--- src/design/bmdf_pkg.sv ---
// ---------------------------------------------------------------------------
// bmdf_pkg
// Shared types and codes for the broadcast mirror duplicate filter.
// ---------------------------------------------------------------------------
package bmdf_pkg;

    localparam int ID_W    = 32;
    localparam int NODE_W  = 32;
    localparam int TLEN_W  = 10;
    localparam int ULEN_W  = 8;
    localparam int CHAN_W  = 8;
    localparam int CNT_W   = 32;
    localparam int OP_W    = 3;
    localparam int DEC_W   = 3;

    // opcodes
    localparam logic [OP_W-1:0] OP_PREPARE  = 3'd0;
    localparam logic [OP_W-1:0] OP_EVALUATE = 3'd1;
    localparam logic [OP_W-1:0] OP_INJECTED = 3'd2;
    localparam logic [OP_W-1:0] OP_SUPPRESS = 3'd3;
    localparam logic [OP_W-1:0] OP_RST_CNT  = 3'd4;
    localparam logic [OP_W-1:0] OP_CLR_HIST = 3'd5;

    // decisions
    localparam logic [DEC_W-1:0] DEC_SEND          = 3'd0;
    localparam logic [DEC_W-1:0] DEC_NOT_ENABLED   = 3'd1;
    localparam logic [DEC_W-1:0] DEC_NOT_TEXT      = 3'd2;
    localparam logic [DEC_W-1:0] DEC_NOT_BROADCAST = 3'd3;
    localparam logic [DEC_W-1:0] DEC_NOT_LOCAL     = 3'd4;
    localparam logic [DEC_W-1:0] DEC_ALREADY       = 3'd5;
    localparam logic [DEC_W-1:0] DEC_EMPTY         = 3'd6;

    // settings the front end checks against
    typedef struct packed {
        logic              enable;
        logic              local_only;
        logic [NODE_W-1:0] local_node;
    } t_front_cfg;

    // classified request handed from front to back
    typedef struct packed {
        logic [OP_W-1:0]   op;
        logic [DEC_W-1:0]  pre_dec;      // first failing static check, or send
        logic              need_search;  // history lookup required
        logic              empty;        // clipped payload is zero
        logic              trunc;
        logic [ULEN_W-1:0] plen;         // clipped usable length
        logic [ID_W-1:0]   id;
    } t_job;

endpackage

--- src/design/bmdf_front.sv ---
// ---------------------------------------------------------------------------
// bmdf_front
// Accepts requests, clips the payload length and runs the static checks.
// ---------------------------------------------------------------------------
module bmdf_front #(
    parameter int MAX_PAYLOAD = 184
) (
    input  logic                        i_clk,
    input  logic                        i_rst_n,
    input  bmdf_pkg::t_front_cfg        i_cfg,
    input  logic                        i_in_valid,
    output logic                        o_in_ready,
    input  logic [bmdf_pkg::OP_W-1:0]   i_opcode,
    input  logic                        i_is_text,
    input  logic                        i_is_broadcast,
    input  logic [bmdf_pkg::NODE_W-1:0] i_from_node,
    input  logic [bmdf_pkg::ID_W-1:0]   i_packet_id,
    input  logic [bmdf_pkg::TLEN_W-1:0] i_text_length,
    input  logic [bmdf_pkg::ULEN_W-1:0] i_usable_length,
    output logic                        o_job_valid,
    input  logic                        i_job_ready,
    output bmdf_pkg::t_job              o_job
);

    localparam logic [bmdf_pkg::ULEN_W-1:0] MAX_LEN = bmdf_pkg::ULEN_W'(MAX_PAYLOAD);

    logic                          r_valid;
    bmdf_pkg::t_job                r_job;
    bmdf_pkg::t_job                n_job;
    logic [bmdf_pkg::ULEN_W-1:0]   len_a;
    logic [bmdf_pkg::ULEN_W-1:0]   len_b;
    logic                          is_pkt;
    logic                          accept;

    assign o_in_ready  = !r_valid || i_job_ready;
    assign accept      = i_in_valid && o_in_ready;
    assign o_job_valid = r_valid;
    assign o_job       = r_job;

    always_comb begin
        // usable length never exceeds the text length or the payload limit
        len_a = ({2'b00, i_usable_length} > i_text_length) ?
                i_text_length[bmdf_pkg::ULEN_W-1:0] : i_usable_length;
        len_b = (len_a > MAX_LEN) ? MAX_LEN : len_a;

        is_pkt = (i_opcode == bmdf_pkg::OP_PREPARE) || (i_opcode == bmdf_pkg::OP_EVALUATE);

        n_job.op    = i_opcode;
        n_job.id    = i_packet_id;
        n_job.plen  = len_b;
        n_job.empty = (len_b == '0);
        n_job.trunc = ({2'b00, len_b} < i_text_length);

        if (!i_cfg.enable) begin
            n_job.pre_dec = bmdf_pkg::DEC_NOT_ENABLED;
        end else if (!i_is_text) begin
            n_job.pre_dec = bmdf_pkg::DEC_NOT_TEXT;
        end else if (!i_is_broadcast) begin
            n_job.pre_dec = bmdf_pkg::DEC_NOT_BROADCAST;
        end else if (i_cfg.local_only && (i_from_node != i_cfg.local_node)) begin
            n_job.pre_dec = bmdf_pkg::DEC_NOT_LOCAL;
        end else begin
            n_job.pre_dec = bmdf_pkg::DEC_SEND;
        end

        n_job.need_search = (is_pkt && (n_job.pre_dec == bmdf_pkg::DEC_SEND)) ||
                            (i_opcode == bmdf_pkg::OP_INJECTED) ||
                            (i_opcode == bmdf_pkg::OP_SUPPRESS);
    end

    always_ff @(posedge i_clk) begin
        if (!i_rst_n) begin
            r_valid <= 1'b0;
        end else if (accept) begin
            r_valid <= 1'b1;
        end else if (i_job_ready) begin
            r_valid <= 1'b0;
        end
    end

    always_ff @(posedge i_clk) begin
        if (accept) begin
            r_job <= n_job;
        end
    end

endmodule

--- src/design/bmdf_queue.sv ---
// ---------------------------------------------------------------------------
// bmdf_queue
// Two-entry queue of classified requests between front and back.
// ---------------------------------------------------------------------------
module bmdf_queue (
    input  logic           i_clk,
    input  logic           i_rst_n,
    input  logic           i_push_valid,
    output logic           o_push_ready,
    input  bmdf_pkg::t_job i_push_job,
    output logic           o_pop_valid,
    input  logic           i_pop_ready,
    output bmdf_pkg::t_job o_pop_job
);

    bmdf_pkg::t_job r_slot [2];
    logic           r_wr_ptr;
    logic           r_rd_ptr;
    logic [1:0]     r_count;
    logic           push;
    logic           pop;

    assign o_push_ready = (r_count != 2'd2);
    assign o_pop_valid  = (r_count != 2'd0);
    assign o_pop_job    = r_slot[r_rd_ptr];
    assign push         = i_push_valid && o_push_ready;
    assign pop          = o_pop_valid && i_pop_ready;

    always_ff @(posedge i_clk) begin
        if (!i_rst_n) begin
            r_wr_ptr <= 1'b0;
            r_rd_ptr <= 1'b0;
            r_count  <= 2'd0;
        end else begin
            if (push) begin
                r_wr_ptr <= !r_wr_ptr;
            end
            if (pop) begin
                r_rd_ptr <= !r_rd_ptr;
            end
            if (push && !pop) begin
                r_count <= r_count + 2'd1;
            end else if (pop && !push) begin
                r_count <= r_count - 2'd1;
            end
        end
    end

    always_ff @(posedge i_clk) begin
        if (push) begin
            r_slot[r_wr_ptr] <= i_push_job;
        end
    end

endmodule

--- src/design/bmdf_back.sv ---
// ---------------------------------------------------------------------------
// bmdf_back
// Searches the id history, updates history and counters, holds the result.
// ---------------------------------------------------------------------------
module bmdf_back #(
    parameter int HISTORY_DEPTH = 32
) (
    input  logic                        i_clk,
    input  logic                        i_rst_n,
    input  logic [bmdf_pkg::CHAN_W-1:0] i_out_channel,
    input  logic                        i_job_valid,
    output logic                        o_job_ready,
    input  bmdf_pkg::t_job              i_job,
    output logic                        o_res_valid,
    input  logic                        i_res_ready,
    output logic [115:0]                o_res
);

    localparam int AW = (HISTORY_DEPTH > 1) ? $clog2(HISTORY_DEPTH) : 1;
    localparam int FW = $clog2(HISTORY_DEPTH + 1);
    localparam logic [AW-1:0] LAST_ADDR = AW'(HISTORY_DEPTH - 1);
    localparam logic [FW-1:0] FULL_FILL = FW'(HISTORY_DEPTH);
    localparam logic [bmdf_pkg::CNT_W-1:0] CNT_MAX = '1;

    localparam logic [1:0] ST_IDLE   = 2'd0;
    localparam logic [1:0] ST_SEARCH = 2'd1;
    localparam logic [1:0] ST_FINISH = 2'd2;

    logic [bmdf_pkg::ID_W-1:0]  r_mem [HISTORY_DEPTH];
    logic [bmdf_pkg::ID_W-1:0]  r_rd_data;
    logic [1:0]                 r_state;
    bmdf_pkg::t_job             r_job;
    logic [FW-1:0]              r_issue;
    logic                       r_pend;
    logic                       r_hit;
    logic [AW-1:0]              r_next;
    logic [FW-1:0]              r_fill;
    logic [bmdf_pkg::CNT_W-1:0] r_mirrored;
    logic [bmdf_pkg::CNT_W-1:0] r_suppressed;
    logic [bmdf_pkg::CNT_W-1:0] r_injected;
    logic                       r_res_valid;
    logic [115:0]               r_res;

    logic                       issue;
    logic                       hit_now;
    logic                       slot_free;
    logic                       finish;
    logic [bmdf_pkg::DEC_W-1:0] n_dec;
    logic                       n_record;
    logic                       n_send;
    logic [bmdf_pkg::CNT_W-1:0] n_mirrored;
    logic [bmdf_pkg::CNT_W-1:0] n_suppressed;
    logic [bmdf_pkg::CNT_W-1:0] n_injected;
    logic [bmdf_pkg::ULEN_W-1:0] n_plen;
    logic                       n_trunc;
    logic [bmdf_pkg::CHAN_W-1:0] n_chan;

    assign o_job_ready = (r_state == ST_IDLE);
    assign issue       = (r_state == ST_SEARCH) && (r_issue < r_fill);
    assign hit_now     = r_pend && (r_rd_data == r_job.id);
    assign slot_free   = !r_res_valid || i_res_ready;
    assign finish      = (r_state == ST_FINISH) && slot_free;
    assign o_res_valid = r_res_valid;
    assign o_res       = r_res;

    always_comb begin
        n_dec        = bmdf_pkg::DEC_SEND;
        n_record     = 1'b0;
        n_send       = 1'b0;
        n_mirrored   = r_mirrored;
        n_suppressed = r_suppressed;
        n_injected   = r_injected;
        case (r_job.op)
            bmdf_pkg::OP_PREPARE: begin
                if (r_job.pre_dec != bmdf_pkg::DEC_SEND) begin
                    n_dec = r_job.pre_dec;
                end else if (r_hit) begin
                    n_dec = bmdf_pkg::DEC_ALREADY;
                end else if (r_job.empty) begin
                    n_dec = bmdf_pkg::DEC_EMPTY;
                end
                if (n_dec == bmdf_pkg::DEC_SEND) begin
                    n_send     = 1'b1;
                    n_record   = 1'b1;
                    n_mirrored = (r_mirrored == CNT_MAX) ? r_mirrored : r_mirrored + 1'b1;
                end else begin
                    n_suppressed = (r_suppressed == CNT_MAX) ?
                                   r_suppressed : r_suppressed + 1'b1;
                end
            end
            bmdf_pkg::OP_EVALUATE: begin
                if (r_job.pre_dec != bmdf_pkg::DEC_SEND) begin
                    n_dec = r_job.pre_dec;
                end else if (r_hit) begin
                    n_dec = bmdf_pkg::DEC_ALREADY;
                end
            end
            bmdf_pkg::OP_INJECTED: begin
                n_record   = !r_hit;
                n_injected = (r_injected == CNT_MAX) ? r_injected : r_injected + 1'b1;
            end
            bmdf_pkg::OP_SUPPRESS: begin
                n_record = !r_hit;
            end
            bmdf_pkg::OP_RST_CNT: begin
                n_mirrored   = '0;
                n_suppressed = '0;
                n_injected   = '0;
            end
            default: begin
            end
        endcase
        n_plen  = n_send ? r_job.plen : '0;
        n_trunc = n_send && r_job.trunc;
        n_chan  = n_send ? i_out_channel : '0;
    end

    always_ff @(posedge i_clk) begin
        if (!i_rst_n) begin
            r_state      <= ST_IDLE;
            r_pend       <= 1'b0;
            r_hit        <= 1'b0;
            r_issue      <= '0;
            r_next       <= '0;
            r_fill       <= '0;
            r_mirrored   <= '0;
            r_suppressed <= '0;
            r_injected   <= '0;
            r_res_valid  <= 1'b0;
        end else begin
            if (r_res_valid && i_res_ready && !finish) begin
                r_res_valid <= 1'b0;
            end
            case (r_state)
                ST_IDLE: begin
                    if (i_job_valid) begin
                        r_issue <= '0;
                        r_pend  <= 1'b0;
                        r_hit   <= 1'b0;
                        r_state <= i_job.need_search ? ST_SEARCH : ST_FINISH;
                    end
                end
                ST_SEARCH: begin
                    r_pend <= issue;
                    if (issue) begin
                        r_issue <= r_issue + 1'b1;
                    end
                    if (hit_now) begin
                        r_hit   <= 1'b1;
                        r_state <= ST_FINISH;
                    end else if (!issue && !r_pend) begin
                        r_state <= ST_FINISH;
                    end
                end
                ST_FINISH: begin
                    if (slot_free) begin
                        r_mirrored   <= n_mirrored;
                        r_suppressed <= n_suppressed;
                        r_injected   <= n_injected;
                        r_res_valid  <= 1'b1;
                        r_state      <= ST_IDLE;
                        if (r_job.op == bmdf_pkg::OP_CLR_HIST) begin
                            r_next <= '0;
                            r_fill <= '0;
                        end else if (n_record) begin
                            r_next <= (r_next == LAST_ADDR) ? '0 : r_next + 1'b1;
                            if (r_fill < FULL_FILL) begin
                                r_fill <= r_fill + 1'b1;
                            end
                        end
                    end
                end
                default: begin
                    r_state <= ST_IDLE;
                end
            endcase
        end
    end

    // job register, history memory read and write, result register
    always_ff @(posedge i_clk) begin
        if ((r_state == ST_IDLE) && i_job_valid) begin
            r_job <= i_job;
        end
        if (issue) begin
            r_rd_data <= r_mem[r_issue[AW-1:0]];
        end
        if (finish && n_record && (r_job.op != bmdf_pkg::OP_CLR_HIST)) begin
            r_mem[r_next] <= r_job.id;
        end
        if (finish) begin
            r_res <= {n_injected, n_suppressed, n_mirrored, n_chan, n_trunc, n_plen, n_dec};
        end
    end

endmodule

--- src/design/broadcast_mirror_dedup_filter.sv ---
// ---------------------------------------------------------------------------
// broadcast_mirror_dedup_filter
// Decides whether received packets are mirrored and filters repeated ids.
// ---------------------------------------------------------------------------
// One result per request, in request order. A request with a history lookup
// (prepare or evaluate that passes the static checks, note injected,
// suppress id) scans the filled part of the id history, which sits in a
// single-port memory that is read one entry per cycle; the lookup stops
// early on a match. Other requests skip the search in the back end. A front
// register and a two-entry queue keep accepting requests while the back end
// searches, and an output register holds the finished result until it is
// taken. The history needs no clearing pass: only entries below the fill
// count are searched.
// Configuration writes are always ready and must only be issued when no
// request is in flight.
// ---------------------------------------------------------------------------
module broadcast_mirror_dedup_filter #(
    parameter int HISTORY_DEPTH = 32,   // ids kept in the ring history, 1..256
    parameter int MAX_PAYLOAD   = 184   // payload byte limit, 1..255
) (
    input  logic         i_clk,
    input  logic         i_rst_n,

    // configuration write: 0 mirror_enable, 1 local_only, 2 local_node,
    // 3 out_channel
    input  logic         i_cfg_valid,
    output logic         o_cfg_ready,
    input  logic [1:0]   i_cfg_index,
    input  logic [31:0]  i_cfg_data,

    // request stream
    input  logic         s_axis_tvalid,
    output logic         s_axis_tready,
    input  logic [87:0]  s_axis_tdata,  // from_node[31:0], packet_id[63:32],
                                        // text_length[73:64], usable_length[81:74]
    input  logic [4:0]   s_axis_tuser,  // opcode[2:0], is_text[3], is_broadcast[4]

    // result stream
    output logic         m_axis_tvalid,
    input  logic         m_axis_tready,
    output logic [119:0] m_axis_tdata   // decision[2:0], payload_length[10:3],
                                        // truncated[11], channel[19:12],
                                        // mirrored_count[51:20],
                                        // suppressed_count[83:52],
                                        // injected_count[115:84]
);

    localparam logic [1:0] CFG_ENABLE     = 2'd0;
    localparam logic [1:0] CFG_LOCAL_ONLY = 2'd1;
    localparam logic [1:0] CFG_LOCAL_NODE = 2'd2;
    localparam logic [1:0] CFG_CHANNEL    = 2'd3;

    logic                        r_enable;
    logic                        r_local_only;
    logic [bmdf_pkg::NODE_W-1:0] r_local_node;
    logic [bmdf_pkg::CHAN_W-1:0] r_out_channel;

    bmdf_pkg::t_front_cfg front_cfg;
    bmdf_pkg::t_job       fq_job;
    bmdf_pkg::t_job       qb_job;
    logic                 fq_valid;
    logic                 fq_ready;
    logic                 qb_valid;
    logic                 qb_ready;
    logic [115:0]         res;

    assign o_cfg_ready = 1'b1;

    always_ff @(posedge i_clk) begin
        if (!i_rst_n) begin
            r_enable      <= 1'b0;
            r_local_only  <= 1'b0;
            r_local_node  <= '0;
            r_out_channel <= '0;
        end else if (i_cfg_valid) begin
            case (i_cfg_index)
                CFG_ENABLE:     r_enable      <= i_cfg_data[0];
                CFG_LOCAL_ONLY: r_local_only  <= i_cfg_data[0];
                CFG_LOCAL_NODE: r_local_node  <= i_cfg_data;
                CFG_CHANNEL:    r_out_channel <= i_cfg_data[bmdf_pkg::CHAN_W-1:0];
                default: begin
                end
            endcase
        end
    end

    assign front_cfg.enable     = r_enable;
    assign front_cfg.local_only = r_local_only;
    assign front_cfg.local_node = r_local_node;

    // front: clip length, static checks
    bmdf_front #(
        .MAX_PAYLOAD (MAX_PAYLOAD)
    ) u_front (
        .i_clk           (i_clk),
        .i_rst_n         (i_rst_n),
        .i_cfg           (front_cfg),
        .i_in_valid      (s_axis_tvalid),
        .o_in_ready      (s_axis_tready),
        .i_opcode        (s_axis_tuser[2:0]),
        .i_is_text       (s_axis_tuser[3]),
        .i_is_broadcast  (s_axis_tuser[4]),
        .i_from_node     (s_axis_tdata[31:0]),
        .i_packet_id     (s_axis_tdata[63:32]),
        .i_text_length   (s_axis_tdata[73:64]),
        .i_usable_length (s_axis_tdata[81:74]),
        .o_job_valid     (fq_valid),
        .i_job_ready     (fq_ready),
        .o_job           (fq_job)
    );

    bmdf_queue u_queue (
        .i_clk        (i_clk),
        .i_rst_n      (i_rst_n),
        .i_push_valid (fq_valid),
        .o_push_ready (fq_ready),
        .i_push_job   (fq_job),
        .o_pop_valid  (qb_valid),
        .i_pop_ready  (qb_ready),
        .o_pop_job    (qb_job)
    );

    // back: history search, history and counter update, result register
    bmdf_back #(
        .HISTORY_DEPTH (HISTORY_DEPTH)
    ) u_back (
        .i_clk         (i_clk),
        .i_rst_n       (i_rst_n),
        .i_out_channel (r_out_channel),
        .i_job_valid   (qb_valid),
        .o_job_ready   (qb_ready),
        .i_job         (qb_job),
        .o_res_valid   (m_axis_tvalid),
        .i_res_ready   (m_axis_tready),
        .o_res         (res)
    );

    assign m_axis_tdata = {4'b0000, res};

endmodule
--- config.mk ---
export PLATFORM = sky130hd
export DESIGN_NAME = broadcast_mirror_dedup_filter
export DESIGN_NICKNAME = d
export VERILOG_FILES = /design/src/design/bmdf_pkg.sv /design/src/design/bmdf_front.sv /design/src/design/bmdf_queue.sv /design/src/design/bmdf_back.sv /design/src/design/broadcast_mirror_dedup_filter.sv
export SDC_FILE = /design/constraint.sdc
export NUM_CORES = 2
export LEC_CHECK = 0
export BUFFER_PORTS_ARGS = -buffer_cell sky130_fd_sc_hd__buf_2
export CAP_MARGIN = 20
export CORE_ASPECT_RATIO = 0.8
export CORE_MARGIN = 8
export CORE_UTILIZATION = 38
export CTS_CLUSTER_DIAMETER = 40
export DETAILED_ROUTE_END_ITERATION = 8
export MAX_ROUTING_LAYER = met4
export SYNTH_ARGS = -nofsm -noshare
export SYNTH_HDL_FRONTEND = slang
export SYNTH_SLANG_ARGS = --single-unit
--- constraint.sdc ---
create_clock -name i_clk -period 6.48 [get_ports i_clk]
set_clock_uncertainty 0.2 [all_clocks]
set_input_delay 1.296 -clock i_clk [delete_from_list [all_inputs] [get_ports i_clk]]
set_output_delay 1.296 -clock i_clk [all_outputs]
set_load 0.05 [all_outputs]
==> impl_metrics.toml <==
[layout]
seqCellArea_um2 = 44400
layout-drive-gt1-share = 0.283
area_growth_syn_to_layout_pct = 18.1
post-route-util = 0.453
fin_cells = 6155
postLayoutCellArea_um2 = 72400
final_nets = 4018
nFillCells = 13600
multi_input_area_um2 = 16300

[die]
die_h_um = 375
rows = 131
top_level_ports = 255
core-area_um2 = 160000
die_area_um2 = 174000
start_util = 0.383
die_w_um = 465

[clocking]
cts.sinks = 1533
insertion_delay_ns = 0.79
clk_pin_slew_worst_paths_ns = 0.06
cts_tree = "yes"
cts_root_buf = "clkbuf_16"
cts-resized-gates = 0
cts_hold_buf = 0
cts_buffers = 199
htree_levels = 4
cts_buffer_depth = 3
cts_setup_buffers = 0

[detailed_routing]
drc = 0
firstDrtPassIters = 5
drtIter0Drc = 3630
wl_per_cell_um = 25.0
viasPerCell = 5.52
drt-total-wl_um = 154000
vias = 34000
ant_nets = 0

[placed_design]
gp_congestion = 0.841
preCtsSetupSlack_ns = 1.62
dp.final_hpwl_um = 90200
dp_cells = 5778
io_buffer_count = 243
placed_area_um2 = 65500

[synthesis]
yosys.area.top_type_share = 0.670
syn_area_um2 = 61300
synthTopCellsByCount = "edfxtp_1, mux4_2, nand2_1, dfxtp_1"
synth-edff-count = 1367
synth_largest_area_cell = "edfxtp_1"
ys_seq_elements = 1533
synth_flop_cell = "edfxtp_1"
synth_seq_area_share = 0.724
synth.most_common_cell = "edfxtp_1"
yosys_warnings = 0
synth_area_leaders = "edfxtp_1, mux4_2, dfxtp_1"
avgSynthCellArea_um2 = 17.5
synth_cells = 3502
ys_async_sr_fraction = 0
synth_cell_types = 68

[critical_path]
startpoint_type = "flop"
cp_max_fo = 21
critPathRequiredTime_ns = 6.74
worst-r2r-setup-slack_ns = 2.25
path_class = "reg -> reg"
crit_arrival_ns = 4.49
endpoint_kind = "flop"

[min_path]
hold_class = "reg -> reg"

[pwr]
p_total_mw = 26.7
p_leak_nw = 23.0
max-vdd-ir-drop_uv = 250
power_density_nw_per_um2 = 369

[global_routing]
first_global_vias = 33700
gr-usage-met3 = 0.0289
grt_max_degree = 141
grtUsageMet1 = 0.256
grt_pass1_wl_um = 227000
gr-usage-met2 = 0.263
grt.overflow.total = 0
antenna_found_initial = 3
grt_util_all_layers = 0.177
grt.busiest_layer = "met2"

[status]
status = "finished clean"

[sta]
timing.hold.ws_ns = 0.225
fin_crit_ns = 4.23
setup-violations-final = 0
tns_ns = 0
max_freq_ghz = 0.236
worstMarginPinSlew_ns = 1.11
maxSlewViolCount = 0
hold_viol_final = 0
slew_headroom = 0.256
timing.final.crit_share = 0.653
grt_setup_unrepaired = "no"
worst_slack_ns = 2.25

[flow_run]
drv_cap = 0
==> worst paths after layout <==
kind / cells after the start / to / startpoint
worst min register to register: 0 / u_queue.r_slot[1][44] / u_front.o_job[44]
worst min-delay path: 0 / u_queue.r_slot[1][44] / u_front.o_job[44]
worst max register to register: 7 / u_back.r_mem[6][14] / u_back.r_job[43]
worst max-delay path: 7 / u_back.r_mem[6][14] / u_back.r_job[43]
==> power by group <==
part | switching [mW] | leakage, nW | total, mW | internal (mW)
Clock | 4.38 | 3.26 | 11.1 | 6.75
Combinational | 2.49 | 6.01 | 3.34 | 0.845
Sequential | 0.235 | 13.8 | 12.2 | 12.0
Total | 7.11 | 23.0 | 26.7 | 19.6
==> layout make-up <==
cell class | instances | area share
Multi-Input combinational cell | 1740 | 0.225
Inverter | 35 | 0.00192
Tap cell | 2128 | 0.0368
Timing Repair Buffer | 346 | 0.0287
Clock inverter | 147 | 0.0228
Antenna cell | 3 | 0.000104
Sequential cell | 1533 | 0.613
Clock buffer | 223 | 0.0714
==> worst max-delay path, cell delays in order (launching register included) <==
cell	delay, ns
edfxtp_1	0.45
or4_4	0.55
o32a_1	0.39
nor3_1	0.15
buf_4	0.22
nand2_1	0.45
nor2_4	1.03
buf_4	0.43
==> logic make-up (layout without fill, tap and decap cells) <==
| family | Yosys count | after routing | synth area share |
|---|---|---|---|
| flops | 1533 | 1533 | 0.724 |
| simple gates | 784 | 784 | 0.0654 |
| mux | 422 | 422 | 0.136 |
| compound gates | 382 | 382 | 0.0367 |
| buf+inv | 232 | 751 | 0.0147 |
| xor+xnor | 116 | 116 | 0.0166 |
| fa+ha+maj | 31 | 31 | 0.00633 |
| other cells | 2 | 8 | 0.000123 |
==> state kept, by name (all words and copies together), names as in the netlist, 8 cells and up, named ones only <==
name / flops
u_back.r_mem: 1024
u_back.o_res: 116
u_back.r_suppressed: 32
r_local_node: 32
r_out_channel: 8
u_back.r_job: 48
u_front.o_job: 49
u_back.r_injected: 32
u_back.r_mirrored: 32
u_back.r_rd_data: 32
u_queue.r_slot: 98
==> cell usage in the layout (no fill, tap or decap), types with 12 or more instances in the layout <==
master	netlist	final
and2_1	16	15
mux2_2	83	83
mux4_2	320	320
buf_4	5	97
nand3_1	100	100
nor4_1	29	29
clkinv_4	0	18
bufinv_16	0	23
nor2_1	156	120
buf_2	3	243
edfxtp_1	1367	1367
inv_1	35	32
nor3_1	34	34
a21oi_1	124	124
and4_1	13	13
inv_6	0	21
nor2_4	0	33
xor2_1	107	107
o211ai_1	12	12
clkbuf_16	0	203
ha_1	31	31
or3_1	54	54
or4_1	18	18
and3_1	49	48
dfxtp_1	166	160
o21ai_0	123	122
clkbuf_1	156	19
clkinvlp_4	0	24
a31oi_1	44	44
clkinv_1	0	25
nand4_1	71	71
mux2i_1	19	19
clkinv_2	0	20
o31ai_1	16	16
nand2_1	193	192
==> layer usage <==
layer	wire length [um]	up-vias
met4	2840	0
met1	70200	17600
met5	0	-
met2	70400	1250
met3	10400	212
li1	-	14900
Note: power is estimated with default switching activity, not from simulation.
